--- config.mk ---
export PLATFORM = sky130hd
export DESIGN_NAME = jet_front_flat
export DESIGN_NICKNAME = d
export VERILOG_FILES = /design/src/assert_macros.svh /design/src/jet_pkg.sv /design/src/jet_if.sv /design/src/jet_front.sv /design/src/flat_wrapper.sv
export SDC_FILE = /design/constraint.sdc
export NUM_CORES = 2
export LEC_CHECK = 0
export BUFFER_PORTS_ARGS = -buffer_cell sky130_fd_sc_hd__buf_2
export CELL_PAD_IN_SITES_DETAIL_PLACEMENT = 1
export CELL_PAD_IN_SITES_GLOBAL_PLACEMENT = 1
export CORE_UTILIZATION = 46
export DETAILED_ROUTE_END_ITERATION = 12
export GPL_ROUTABILITY_DRIVEN = 1
export PLACE_DENSITY_LB_ADDON = 0.15
export RECOVER_POWER = 50
export SLEW_MARGIN = 20
export SYNTH_ARGS = -nofsm -noshare
export SYNTH_HDL_FRONTEND = slang
export SYNTH_SLANG_ARGS = --single-unit
--- constraint.sdc ---
create_clock -name vclk -period 11.3
set_input_delay 1.13 -clock vclk [all_inputs]
set_output_delay 1.13 -clock vclk [all_outputs]
set_load 0.02 [all_outputs]
--- src/assert_macros.svh ---
// Assertion macros shared by the escape-time block.
// Depends on nothing; included by the modules that check their own logic.
`ifndef ASSERT_MACROS_SVH
`define ASSERT_MACROS_SVH

// Same-cycle implication, disabled while reset is asserted (active low).
`define ASSERT_IMP(lbl, clk_s, rst_s, ante, cons, msg) \
  lbl: assert property (@(posedge clk_s) disable iff (!rst_s) (ante) |-> (cons)) \
    else $error(msg);

// Next-cycle implication, disabled while reset is asserted (active low).
`define ASSERT_NXT(lbl, clk_s, rst_s, ante, cons, msg) \
  lbl: assert property (@(posedge clk_s) disable iff (!rst_s) (ante) |=> (cons)) \
    else $error(msg);

`endif

--- src/jet_pkg.sv ---
// Types, constants and saturation helpers for the escape-time block.
// Depends on nothing; used by the interfaces and every module.
package jet_pkg;

  localparam int PIX_W  = 12;  // pixel column and row
  localparam int CNT_W  = 11;  // iteration count
  localparam int W      = 48;  // working value, Q20.28
  localparam int OP_W   = W + 1; // product operand, wide enough for x+y
  localparam int CFG_W  = 32;
  localparam int CIDX_W = 4;
  localparam int QDEPTH = 2;

  localparam logic [CIDX_W-1:0] REG_C_REAL   = 4'd0;
  localparam logic [CIDX_W-1:0] REG_C_IMAG   = 4'd1;
  localparam logic [CIDX_W-1:0] REG_X_ORIGIN = 4'd2;
  localparam logic [CIDX_W-1:0] REG_Y_ORIGIN = 4'd3;
  localparam logic [CIDX_W-1:0] REG_X_STEP   = 4'd4;
  localparam logic [CIDX_W-1:0] REG_Y_STEP   = 4'd5;
  localparam logic [CIDX_W-1:0] REG_ITER_LIM = 4'd6;
  localparam logic [CIDX_W-1:0] REG_RADIUS   = 4'd7;

  localparam logic signed [31:0] RST_ORIGIN = -32'sd536870912;
  localparam logic [30:0]        RST_STEP   = 31'd1048576;
  localparam logic [9:0]         RST_LIMIT  = 10'd250;
  localparam logic [7:0]         RST_RADIUS = 8'd250;

  typedef struct packed {
    logic signed [31:0] c_real;
    logic signed [31:0] c_imag;
    logic signed [31:0] x_origin;
    logic signed [31:0] y_origin;
    logic [30:0]        x_step;
    logic [30:0]        y_step;
    logic [9:0]         iter_limit;
    logic [7:0]         esc_radius;
  } jet_cfg_t;

  // One queued pixel: echo fields plus its mapped start point.
  typedef struct packed {
    logic [PIX_W-1:0]    col;
    logic [PIX_W-1:0]    row;
    logic signed [W-1:0] x0;
    logic signed [W-1:0] y0;
  } jet_item_t;

  typedef struct packed {
    logic full;
    logic empty;
  } jet_q_stat_t;

  // Saturate a 50-bit signed sum to the working width.
  function automatic logic signed [W-1:0] sat_w(input logic signed [W+1:0] v);
    logic signed [W-1:0] r;
    if ((v[W+1] == v[W]) && (v[W] == v[W-1])) begin
      r = v[W-1:0];
    end else if (v[W+1]) begin
      r = {1'b1, {(W-1){1'b0}}};
    end else begin
      r = {1'b0, {(W-1){1'b1}}};
    end
    return r;
  endfunction

endpackage

--- src/jet_if.sv ---
// Handshake interfaces of the escape-time block: pixels in, results out,
// configuration writes. Depends on jet_pkg.
interface jet_pix_if;
  import jet_pkg::*;
  logic             valid;
  logic             ready;
  logic [PIX_W-1:0] pixel_col;
  logic [PIX_W-1:0] pixel_row;
  modport source(output valid, pixel_col, pixel_row, input ready);
  modport sink(input valid, pixel_col, pixel_row, output ready);
endinterface


--- src/jet_front.sv ---
// Front end: accepts pixels, clamps them and maps them to start points.
// Depends on jet_pkg and jet_pix_if; feeds jet_queue.
module jet_front #(
  parameter int MAX_DIM = 4096
) (
  jet_pix_if.sink               in_pix,
  input  jet_pkg::jet_cfg_t     cfg,
  input  jet_pkg::jet_q_stat_t  qs,
  output logic                  push,
  output jet_pkg::jet_item_t    item
);
  import jet_pkg::*;

  logic [PIX_W-1:0] mc;
  logic [PIX_W-1:0] mr;
  logic [42:0]      px;
  logic [42:0]      py;

  assign in_pix.ready = !qs.full;
  assign push         = in_pix.valid && !qs.full;

  // Indices beyond the image are pinned to the last column or row.
  assign mc = (32'(in_pix.pixel_col) >= MAX_DIM) ? PIX_W'(MAX_DIM - 1) : in_pix.pixel_col;
  assign mr = (32'(in_pix.pixel_row) >= MAX_DIM) ? PIX_W'(MAX_DIM - 1) : in_pix.pixel_row;

  assign px = 43'(mc) * 43'(cfg.x_step);
  assign py = 43'(mr) * 43'(cfg.y_step);

  // The offset stays below 2^43 plus the origin, so no saturation occurs.
  always_comb begin
    item.col = in_pix.pixel_col;
    item.row = in_pix.pixel_row;
    item.x0  = {{(W-32){cfg.x_origin[31]}}, cfg.x_origin} + {{(W-43){1'b0}}, px};
    item.y0  = {{(W-32){cfg.y_origin[31]}}, cfg.y_origin} + {{(W-43){1'b0}}, py};
  end

endmodule

--- src/flat_wrapper.sv ---
// flat-port wrapper written by rule: the top's interface ports become plain ports
module jet_front_flat import jet_pkg::*;
#(
  parameter int MAX_DIM = 4096
)
  (cfg, qs, push, item, in_pix_valid, in_pix_pixel_col, in_pix_pixel_row, in_pix_ready);
  jet_pix_if in_pix_i ();
  input  jet_pkg::jet_cfg_t cfg;
  input  jet_pkg::jet_q_stat_t qs;
  output logic push;
  output jet_pkg::jet_item_t item;
  input wire logic [$bits(in_pix_i.valid)-1:0] in_pix_valid;
  input wire logic [$bits(in_pix_i.pixel_col)-1:0] in_pix_pixel_col;
  input wire logic [$bits(in_pix_i.pixel_row)-1:0] in_pix_pixel_row;
  output wire logic [$bits(in_pix_i.ready)-1:0] in_pix_ready;
  assign in_pix_i.valid = in_pix_valid;
  assign in_pix_i.pixel_col = in_pix_pixel_col;
  assign in_pix_i.pixel_row = in_pix_pixel_row;
  assign in_pix_ready = in_pix_i.ready;
  jet_front #(.MAX_DIM(MAX_DIM)) u_core (.in_pix(in_pix_i), .cfg(cfg), .qs(qs), .push(push), .item(item));
endmodule
==> impl_metrics.yaml <==
status:
  run_status: "finished, final reports clean"
routing:
  drc: 0
  wl_per_cell_microns: 18.87
  viasPerCell: 5.447
  num_vias: 23840
  antenna_left: 0
  dr.first_iter.drc_count: 897
  first_pass_iters: 5
  wl_mm: 82.59
min_path:
  hold_depth: 3
  hp-class: "in -> out"
  whs_endpoint: "in_pix_ready"
  hp-start: "qs[1]"
critical_path:
  endpoint_kind: "output port"
  crit_top_cell: "fa_1"
  cp.required_ns: 10.17
  crit_slowest_cell: "o31ai_1"
  path_max_fanout: 32
  max_stage_delay_ns: 0.65
  crit_type: "in -> out"
  crit_arrival_ns: 9.36
  cp-start-kind: "input pin"
clocking:
  cts_resized: 0
  hold_buffers: 0
  cts_setup_buffers: 0
synthesis:
  ys_seq_area_share_pct: 0
  syn_inst: 3508
  synthMostInstantiatedCell: "inv_1"
  ys_types: 69
  synth_top_area_share_pct: 41.86
  synth_commonest_cells: "inv_1 (708), nand2_1 (678), fa_1 (582)"
  synth_area_per_cell_sq_um: 7.934
  syn_area_sq_mm: 0.02783
  yosys-top-cells-area: "fa_1 (42%), ha_1 (11%), inv_1 (9.5%), nand2_1 (9.1%), and2_1 (4.5%)"
  ys.warnings.count: 0
  synthesis.nets: 4577
  yosys.area.top_type: "fa_1"
timing:
  final_max_slew_viol_count: 0
  hold_viol_final: 0
  final-setup-viol-count: 0
  rsz0062_at_grt: "no"
  fin_setup_tns_ns: 0
  finalCritPeriodShare_pct: 92.79
  tightestPinTransition_ns: 0.8379
  min_period_ns: 10.49
  timing.fmax_mhz: 95.37
  slew_headroom_pct: 44.14
floorplanning:
  core_area_sq_mm: 0.05935
  die_h_microns: 248.0
  rows: 89
  die_w_microns: 248.0
  start_util_pct: 46.89
  ios: 357
  fp.dieArea_sq_mm: 0.06149
global_routing:
  grt_usage_pct: 27.24
  grt_overflow: 0
  grt_pass1_wl_mm: 133.6
  grt_start_max_net_pins: 33
  antenna_found_initial: 9
  grt_pass1_vias: 26030
final_layout:
  fillerInstances: 7443
  n_clock_buffer: 0
  synthToLayoutAreaGrowth_pct: 5.570
  final_nets: 4672
  regArea_sq_um: 0
  drive_gt1_share_pct: 7.581
  seq_cell_count: 0
placed_design:
  dp_hpwl_mm: 69.36
  numPortBuffers: 274
  gp_congestion: 0.8902
run:
  maxCapViolCount: 0
==> metal layers <==
layer	vias to the layer above	GRT usage, %	routed length (microns)
met2	478	46.77	41030
met1	12320	36.88	35700
met4	16	7.037	2290
met3	124	2.271	3472
li1	10900	-	-
met5	-	0	102
==> cells by family after synthesis <==
logic type / count (synthesis) / share of synthesized area, %
simple gates: 1125 / 18.09
buf+inv: 900 / 12.55
fa+ha+maj: 834 / 53.19
compound gates: 495 / 11.30
xor+xnor: 151 / 4.752
mux: 3 / 0.1124
==> area by class of cell <==
| cell class | instances | area [sq um] | share of cell area [%] |
|---|---|---|---|
| well taps | 773 | 967.2 | 3.292 |
| repair buffers | 285 | 1414 | 4.812 |
| multi-input cells | 2608 | 24340 | 82.83 |
| diodes | 2 | 5.005 | 0.01703 |
| inverters | 708 | 2658 | 9.045 |
==> layout by cell type (no fill, tap or decap), types with 4 or more instances in the layout <==
cell,count
o21ai_0,65
a21boi_1,5
clkbuf_1,30
nor2b_1,17
and2_1,194
ha_1,252
nand2_1,678
buf_2,245
a31oi_1,15
and3_1,10
fa_1,582
o21ai_1,23
xor2_1,61
o21a_1,7
nor4_1,8
o31ai_1,10
nor3_1,25
a211o_1,4
o21bai_1,26
o31a_1,5
xnor2_1,90
a211oi_1,18
nand4_1,24
inv_1,708
nor2_1,105
a21oi_1,178
nand3_1,33
a21o_1,83
nand2b_1,10
o211ai_1,10
buf_4,10
and4_1,5
and2_0,4
a21boi_0,4
==> stage by stage <==
stage | area [sq um] | util [%] | worst slack, ns | std cells | hold slack, ns
after detailed placement | 29420 | 49.56 | 0.8996 | 4374 | 2.527
after CTS | 29420 | 49.56 | 0.8553 | 4374 | 2.528
after global placement | 29420 | 49.56 | 1.076 | 4374 | 2.515
after floorplan | 27830 | - | 1.954 | 3508 | 2.337
after global routing | 29380 | 49.50 | 0.3531 | 4374 | 2.565
final | 29380 | 49.50 | 0.8147 | 4376 | 2.534
==> how the worst max path moves through the flow <==
stage                   startpoint        to  slack [ns]  cells after the start
2_1_floorplan  in_pix_pixel_col[3]  item[93]        1.95                     29
3_3_place_gp   in_pix_pixel_col[3]  item[92]        1.08                     29
3_5_place_dp   in_pix_pixel_col[9]  item[92]        0.90                     30
4_1_cts        in_pix_pixel_row[3]  item[43]        0.86                     29
5_1_grt        in_pix_pixel_row[3]  item[43]        0.35                     29
6_report       in_pix_pixel_row[6]  item[43]        0.81                     29
==> worst max-delay path, delay by kind of cell <==
family	cells	cell delay (ns)
AOI/OAI and AO/OA	7	1.83
buffers and inverters	5	0.96
adders and majority gates	7	3.39
xor gates and xnor gates	1	0.18
muxes	1	0.19
and+or+nand+nor	8	1.66
