## config.mk

```make
export PLATFORM = sky130hd
export DESIGN_NAME = jet_queue
export DESIGN_NICKNAME = d
export VERILOG_FILES = /design/src/assert_macros.svh /design/src/jet_pkg.sv /design/src/jet_queue.sv
export SDC_FILE = /design/constraint.sdc
export NUM_CORES = 1
export LEC_CHECK = 0
export BUFFER_PORTS_ARGS = -buffer_cell sky130_fd_sc_hd__clkbuf_2
export CAP_MARGIN = 25
export CORE_MARGIN = 1.5
export CORE_UTILIZATION = 35
export DETAILED_ROUTE_END_ITERATION = 8
export MAX_ROUTING_LAYER = met4
export PLACE_DENSITY_LB_ADDON = 0.15
export SLEW_MARGIN = 20
export SYNTH_ARGS = -nofsm -noshare
export SYNTH_HDL_FRONTEND = slang
export SYNTH_SLANG_ARGS = --single-unit
```

## constraint.sdc

```tcl
create_clock -name clk -period 6.1 [get_ports clk]
set_input_delay 0 -clock clk [delete_from_list [all_inputs] [get_ports clk]]
set_output_delay 0 -clock clk [all_outputs]
set_load 0.005 [all_outputs]
```

## src/assert_macros.svh

```systemverilog
// Assertion macros shared by the escape-time block.
// Depends on nothing; included by the modules that check their own logic.
`ifndef ASSERT_MACROS_SVH
`define ASSERT_MACROS_SVH

// Same-cycle implication, disabled while reset is asserted (active low).
`define ASSERT_IMP(lbl, clk_s, rst_s, ante, cons, msg) \
  lbl: assert property (@(posedge clk_s) disable iff (!rst_s) (ante) |-> (cons)) \
    else $error(msg);

// Next-cycle implication, disabled while reset is asserted (active low).
`define ASSERT_NXT(lbl, clk_s, rst_s, ante, cons, msg) \
  lbl: assert property (@(posedge clk_s) disable iff (!rst_s) (ante) |=> (cons)) \
    else $error(msg);

`endif

```

## src/jet_pkg.sv

```systemverilog
// Types, constants and saturation helpers for the escape-time block.
// Depends on nothing; used by the interfaces and every module.
package jet_pkg;

  localparam int PIX_W  = 12;  // pixel column and row
  localparam int CNT_W  = 11;  // iteration count
  localparam int W      = 48;  // working value, Q20.28
  localparam int OP_W   = W + 1; // product operand, wide enough for x+y
  localparam int CFG_W  = 32;
  localparam int CIDX_W = 4;
  localparam int QDEPTH = 2;

  localparam logic [CIDX_W-1:0] REG_C_REAL   = 4'd0;
  localparam logic [CIDX_W-1:0] REG_C_IMAG   = 4'd1;
  localparam logic [CIDX_W-1:0] REG_X_ORIGIN = 4'd2;
  localparam logic [CIDX_W-1:0] REG_Y_ORIGIN = 4'd3;
  localparam logic [CIDX_W-1:0] REG_X_STEP   = 4'd4;
  localparam logic [CIDX_W-1:0] REG_Y_STEP   = 4'd5;
  localparam logic [CIDX_W-1:0] REG_ITER_LIM = 4'd6;
  localparam logic [CIDX_W-1:0] REG_RADIUS   = 4'd7;

  localparam logic signed [31:0] RST_ORIGIN = -32'sd536870912;
  localparam logic [30:0]        RST_STEP   = 31'd1048576;
  localparam logic [9:0]         RST_LIMIT  = 10'd250;
  localparam logic [7:0]         RST_RADIUS = 8'd250;

  typedef struct packed {
    logic signed [31:0] c_real;
    logic signed [31:0] c_imag;
    logic signed [31:0] x_origin;
    logic signed [31:0] y_origin;
    logic [30:0]        x_step;
    logic [30:0]        y_step;
    logic [9:0]         iter_limit;
    logic [7:0]         esc_radius;
  } jet_cfg_t;

  // One queued pixel: echo fields plus its mapped start point.
  typedef struct packed {
    logic [PIX_W-1:0]    col;
    logic [PIX_W-1:0]    row;
    logic signed [W-1:0] x0;
    logic signed [W-1:0] y0;
  } jet_item_t;

  typedef struct packed {
    logic full;
    logic empty;
  } jet_q_stat_t;

  // Saturate a 50-bit signed sum to the working width.
  function automatic logic signed [W-1:0] sat_w(input logic signed [W+1:0] v);
    logic signed [W-1:0] r;
    if ((v[W+1] == v[W]) && (v[W] == v[W-1])) begin
      r = v[W-1:0];
    end else if (v[W+1]) begin
      r = {1'b1, {(W-1){1'b0}}};
    end else begin
      r = {1'b0, {(W-1){1'b1}}};
    end
    return r;
  endfunction

endpackage

```

## src/jet_queue.sv

```systemverilog
// Short FIFO of mapped pixels between the front end and the iteration engine.
// Depends on jet_pkg.
module jet_queue (
  input  logic                 clk,
  input  logic                 rst_n,
  input  logic                 push,
  input  jet_pkg::jet_item_t   push_item,
  input  logic                 pop,
  output jet_pkg::jet_item_t   pop_item,
  output jet_pkg::jet_q_stat_t qs
);
  import jet_pkg::*;

  localparam int PTR_W = $clog2(QDEPTH);

  jet_item_t        mem_r [QDEPTH];
  logic [PTR_W-1:0] wr_ptr_r;
  logic [PTR_W-1:0] rd_ptr_r;
  logic [PTR_W:0]   count_r;

  assign qs.full   = (count_r == (PTR_W+1)'(QDEPTH));
  assign qs.empty  = (count_r == '0);
  assign pop_item  = mem_r[rd_ptr_r];

  always_ff @(posedge clk) begin
    if (push) begin
      mem_r[wr_ptr_r] <= push_item;
    end
  end

  always_ff @(posedge clk) begin
    if (!rst_n) begin
      wr_ptr_r <= '0;
      rd_ptr_r <= '0;
      count_r  <= '0;
    end else begin
      if (push) begin
        wr_ptr_r <= (wr_ptr_r == PTR_W'(QDEPTH - 1)) ? '0 : wr_ptr_r + 1'b1;
      end
      if (pop) begin
        rd_ptr_r <= (rd_ptr_r == PTR_W'(QDEPTH - 1)) ? '0 : rd_ptr_r + 1'b1;
      end
      if (push && !pop) begin
        count_r <= count_r + 1'b1;
      end else if (pop && !push) begin
        count_r <= count_r - 1'b1;
      end
    end
  end

endmodule

```

==> impl_metrics.prom <==
# TYPE chip_impl_metric gauge
chip_impl_info{name="result_of_the_run",value="complete, no violations"} 1
chip_impl_metric{name="design.final.nets",unit=""} 908
chip_impl_info{name="primary_ff_master_synth",value="edfxtp_1"} 1
chip_impl_metric{name="finClkSkew",unit="ns"} 0.00402
chip_impl_metric{name="layout.area.seq",unit="um2"} 7310
chip_impl_info{name="rsz0062_at_grt",value="no"} 1
chip_impl_metric{name="crit_arrival",unit="ns"} 2.77
chip_impl_metric{name="drc",unit=""} 0
chip_impl_metric{name="synth_compound_gate_area_share",unit="%"} 0.225
chip_impl_metric{name="die_area",unit="um2"} 26400
chip_impl_metric{name="fill_cell_instance_count_of_the_final_layout",unit=""} 2181
chip_impl_metric{name="ys_ff_latch",unit=""} 245
chip_impl_metric{name="synth.distinct_cells",unit=""} 17
chip_impl_metric{name="buffers_added_on_ports",unit=""} 245
chip_impl_metric{name="p_leak",unit="nW"} 4.73
chip_impl_metric{name="grt-ovfl-total",unit=""} 0
chip_impl_metric{name="setup-violations-final",unit=""} 0
chip_impl_metric{name="synth_fa_ha_area_share",unit="%"} 0.140
chip_impl_metric{name="finish.cell_count_without_fillers",unit=""} 1134
chip_impl_metric{name="syn-cell-area",unit="um2"} 8910
chip_impl_metric{name="synth.yosys.warnings",unit=""} 0
chip_impl_info{name="yosysTopAreaCell",value="edfxtp_1"} 1
chip_impl_metric{name="synthesis.instances",unit=""} 395
chip_impl_metric{name="detail-route-antenna-nets",unit=""} 0
chip_impl_info{name="cts_tree",value="built"} 1
chip_impl_info{name="synth.most_common_cell",value="edfxtp_1"} 1
chip_impl_metric{name="antenna_found_initial",unit=""} 2
chip_impl_info{name="regToRegStartpoint",value="wr_ptr_r$_SDFFE_PN0P_"} 1
chip_impl_metric{name="floorplan.rows",unit=""} 58
chip_impl_metric{name="tightest_slew",unit="ns"} 0.975
chip_impl_metric{name="largest_net_degree_at_the_start_of_global_routing",unit=""} 71
chip_impl_metric{name="synthSimpleGateAreaFrac",unit="%"} 0.632
chip_impl_metric{name="timing.critical_path.fanout_max",unit=""} 62
chip_impl_metric{name="synth_fp_nets",unit=""} 520
chip_impl_metric{name="cts_num_sinks",unit=""} 245
chip_impl_metric{name="max-vdd-ir-drop",unit="V"} 0.000206
chip_impl_metric{name="initial_utilization",unit="%"} 35.5
chip_impl_metric{name="initialDrtViolationCount",unit=""} 223
chip_impl_metric{name="final_max_slew_viol_count",unit=""} 0
chip_impl_metric{name="flow.area_growth_from_synthesis",unit="%"} 39.9
chip_impl_metric{name="clk_latency",unit="ns"} 0.51
chip_impl_metric{name="vias_in_the_first_global_route",unit=""} 5384
chip_impl_info{name="yosys-top-cells-count",value="240 x edfxtp_1, 120 x mux2_2, 11 x buf_6, 5 x dfxtp_1, 4 x and2_1"} 1
chip_impl_info{name="critPathSlowestCell",value="dfxtp_4"} 1
chip_impl_metric{name="synth_seq_area_share",unit="%"} 82.0
chip_impl_info{name="worst_setup_path_start_kind",value="flip-flop"} 1
chip_impl_metric{name="detail_route.wl_per_cell",unit="um"} 15.6
chip_impl_info{name="path_cells",value="buf_4, mux2_2, clkbuf_2"} 1
chip_impl_info{name="hold_class",value="input pin to flip-flop"} 1
chip_impl_metric{name="maximum_clock_frequency",unit="GHz"} 0.361
chip_impl_metric{name="cts_setup_buffers",unit=""} 0
chip_impl_info{name="worst_r2r_endpoint",value="mem_r[1][77]$_DFFE_PP_"} 1
chip_impl_metric{name="grt_pass1_wl",unit="um"} 27200
chip_impl_metric{name="synth_xor_area_share",unit="%"} 0.295
chip_impl_metric{name="post_synth_mux_area_share",unit="%"} 15.2
chip_impl_metric{name="setup_slack_of_the_worst_register_to_register_path",unit="ns"} 3.74
chip_impl_metric{name="core-area",unit="um2"} 25100
chip_impl_metric{name="setup_tns_final",unit="ns"} 0
chip_impl_metric{name="clkTransAtPathRegs",unit="ns"} 0.06
chip_impl_metric{name="routed_via_density",unit=""} 4.40
chip_impl_info{name="critical_path.endpoint_type",value="output pin"} 1
chip_impl_metric{name="finalHoldViolations",unit=""} 0
chip_impl_metric{name="critical_path_required",unit="ns"} 6.10
chip_impl_info{name="post_synth_main_area_contributors",value="edfxtp_1 81%, mux2_2 15%, buf_6 1.4%, dfxtp_1 1.1%, and2_1 0.28%"} 1
chip_impl_metric{name="detailroute.via_count",unit=""} 4995
chip_impl_metric{name="async_flop_share",unit="%"} 0
chip_impl_info{name="timing.hold.worst.start",value="push"} 1
chip_impl_metric{name="gpl.final_weighted_congestion",unit=""} 0.698
chip_impl_metric{name="pwr_density_cell",unit="nW/um2"} 303
chip_impl_metric{name="fraction_of_layout_instances_using_a_drive_strength_above_1",unit="%"} 50.9
chip_impl_metric{name="maxCapViolCount",unit=""} 0
chip_impl_metric{name="period_needed",unit="ns"} 2.77
chip_impl_metric{name="max_incr_delay_on_cp",unit="ns"} 0.88
chip_impl_info{name="min_to",value="count_r[1]$_SDFFE_PN0P_"} 1
chip_impl_metric{name="worstHoldPathCells",unit=""} 4
chip_impl_info{name="ctsRootBufferMaster",value="clkbuf_16"} 1
chip_impl_metric{name="synth-edff-count",unit=""} 240
chip_impl_metric{name="die-height",unit="um"} 163
chip_impl_info{name="setup.worst_path.class",value="flip-flop to output pin"} 1
chip_impl_metric{name="numPlacedInstances",unit=""} 961
chip_impl_metric{name="min_period_over_period",unit="%"} 45.4
chip_impl_metric{name="worstRegToRegCells",unit=""} 2
chip_impl_metric{name="synth_top_area_share",unit="%"} 80.9
chip_impl_metric{name="drt_first_pass_iters",unit=""} 4
chip_impl_info{name="combinational_family_with_the_most_area_after_synthesis",value="multiplexers"} 1
chip_impl_metric{name="dp_hpwl",unit="um"} 10900
chip_impl_metric{name="numCtsBuffers",unit=""} 27
chip_impl_metric{name="htreeDepth",unit=""} 1
chip_impl_metric{name="floorplan.io_pins",unit=""} 246
chip_impl_metric{name="cts.path.max_buffers",unit=""} 3
chip_impl_metric{name="slew_headroom",unit="%"} 35.0
chip_impl_metric{name="wirelength",unit="um"} 17700
chip_impl_metric{name="grt.total_usage",unit="%"} 13.6
chip_impl_metric{name="multi_input_area",unit="um2"} 1480
chip_impl_metric{name="die_x",unit="um"} 163
chip_impl_metric{name="synthesis.area_per_instance",unit="um2"} 22.6
logic make-up after synthesis:
| family | Yosys count |
|---|---|
| flops | 245 |
| mux | 120 |
| simple gates | 9 |
| fa+ha+maj | 1 |
| buf+inv | 14 |
| compound gates | 3 |
| xor+xnor | 3 |
critical path: cells and delay by family (launching register included):
kind / cells / cell delay, ns
buf+inv: 2 / 0.88
flops: 1 / 0.88
mux: 1 / 0.43
area by class of cell:
type                    instances  area share [%]
flip-flops and latches        245            58.6
repair buffers                372            19.9
multi-input cells             136            11.8
clock buffers                  30            5.51
well taps                     330            3.31
clock inverters                18           0.702
diodes                          2          0.0401
inverters                       1          0.0301
per-layer routing:
layer | vias up | track usage [%] | wire length, um
met2 | 183 | 23.1 | 8610
li1 | 2354 | - | -
met1 | 2429 | 16.0 | 7390
met3 | 29 | 3.39 | 1360
met5 | - | - | 0
met4 | 0 | 3.71 | 322
how the worst max path moves through the flow:
stage | startpoint | to | slack [ns] | cells after the start
after floorplan | wr_ptr_r$_SDFFE_PN0P_ | mem_r[0][0]$_DFFE_PP_ | 2.20 | 1
after global placement | wr_ptr_r$_SDFFE_PN0P_ | mem_r[1][78]$_DFFE_PP_ | 3.69 | 2
after detailed placement | wr_ptr_r$_SDFFE_PN0P_ | mem_r[1][74]$_DFFE_PP_ | 3.66 | 2
after CTS | flip-flop | pop_item[88] | 3.22 | 3
after global routing | flip-flop | pop_item[80] | 3.13 | 3
final | flip-flop | pop_item[88] | 3.33 | 3
report_power, final:
group	total, mW	switching (mW)	internal (mW)
registers	1.98	0.0339	1.95
logic	0.389	0.166	0.222
clock network	1.41	0.604	0.802
total	3.78	0.804	2.97
through the flow:
step / util (%) / hold WS (ns) / cell area [um2] / setup slack, ns / power, mW
after floorplan: - / 0.0989 / 8910 / 2.20 / 2.19
after global placement: 41.7 / 0.189 / 10500 / 3.69 / 2.34
after detailed placement: 41.7 / 0.192 / 10500 / 3.66 / 2.35
after CTS: 49.6 / 0.0108 / 12500 / 3.22 / 3.84
after global routing: 49.7 / 0.0314 / 12500 / 3.13 / 3.94
final: 49.7 / 0.0296 / 12500 / 3.33 / 3.78
what timing repair did:
action / 4_1_cts / 5_1_grt
hold buffers: 123 / 0
gates resized for setup: 0 / 0
endpoints found under the hold margin: 245 / 0
state kept, by name (all words and copies together), names as in the netlist, named ones only:
| register | flops |
|---|---|
| rd_ptr_r | 1 |
| wr_ptr_r | 1 |
| count_r | 2 |
| mem_r | 240 |
cells in the final DEF, fill, tap and decap left out:
cell and n:
clkbuf_1 3, edfxtp_1 240, xor2_1 2, ha_1 1
or3_1 1, diode_2 2, dlygate4sd3_1 123, clkinv_2 4
mux2_2 120, nor2b_4 1, inv_1 1, clkinv_1 10
nor2_1 1, clkinvlp_4 4, a21boi_1 1, clkbuf_16 27
o21a_1 1, xnor2_1 1, dfxtp_4 1, nor2b_1 1
o21ai_0 1, and2_4 1, clkbuf_2 245, dfxtp_1 4
buf_4 4, and2b_2 1, and2_1 3
Power figures use the tool's default switching activity.
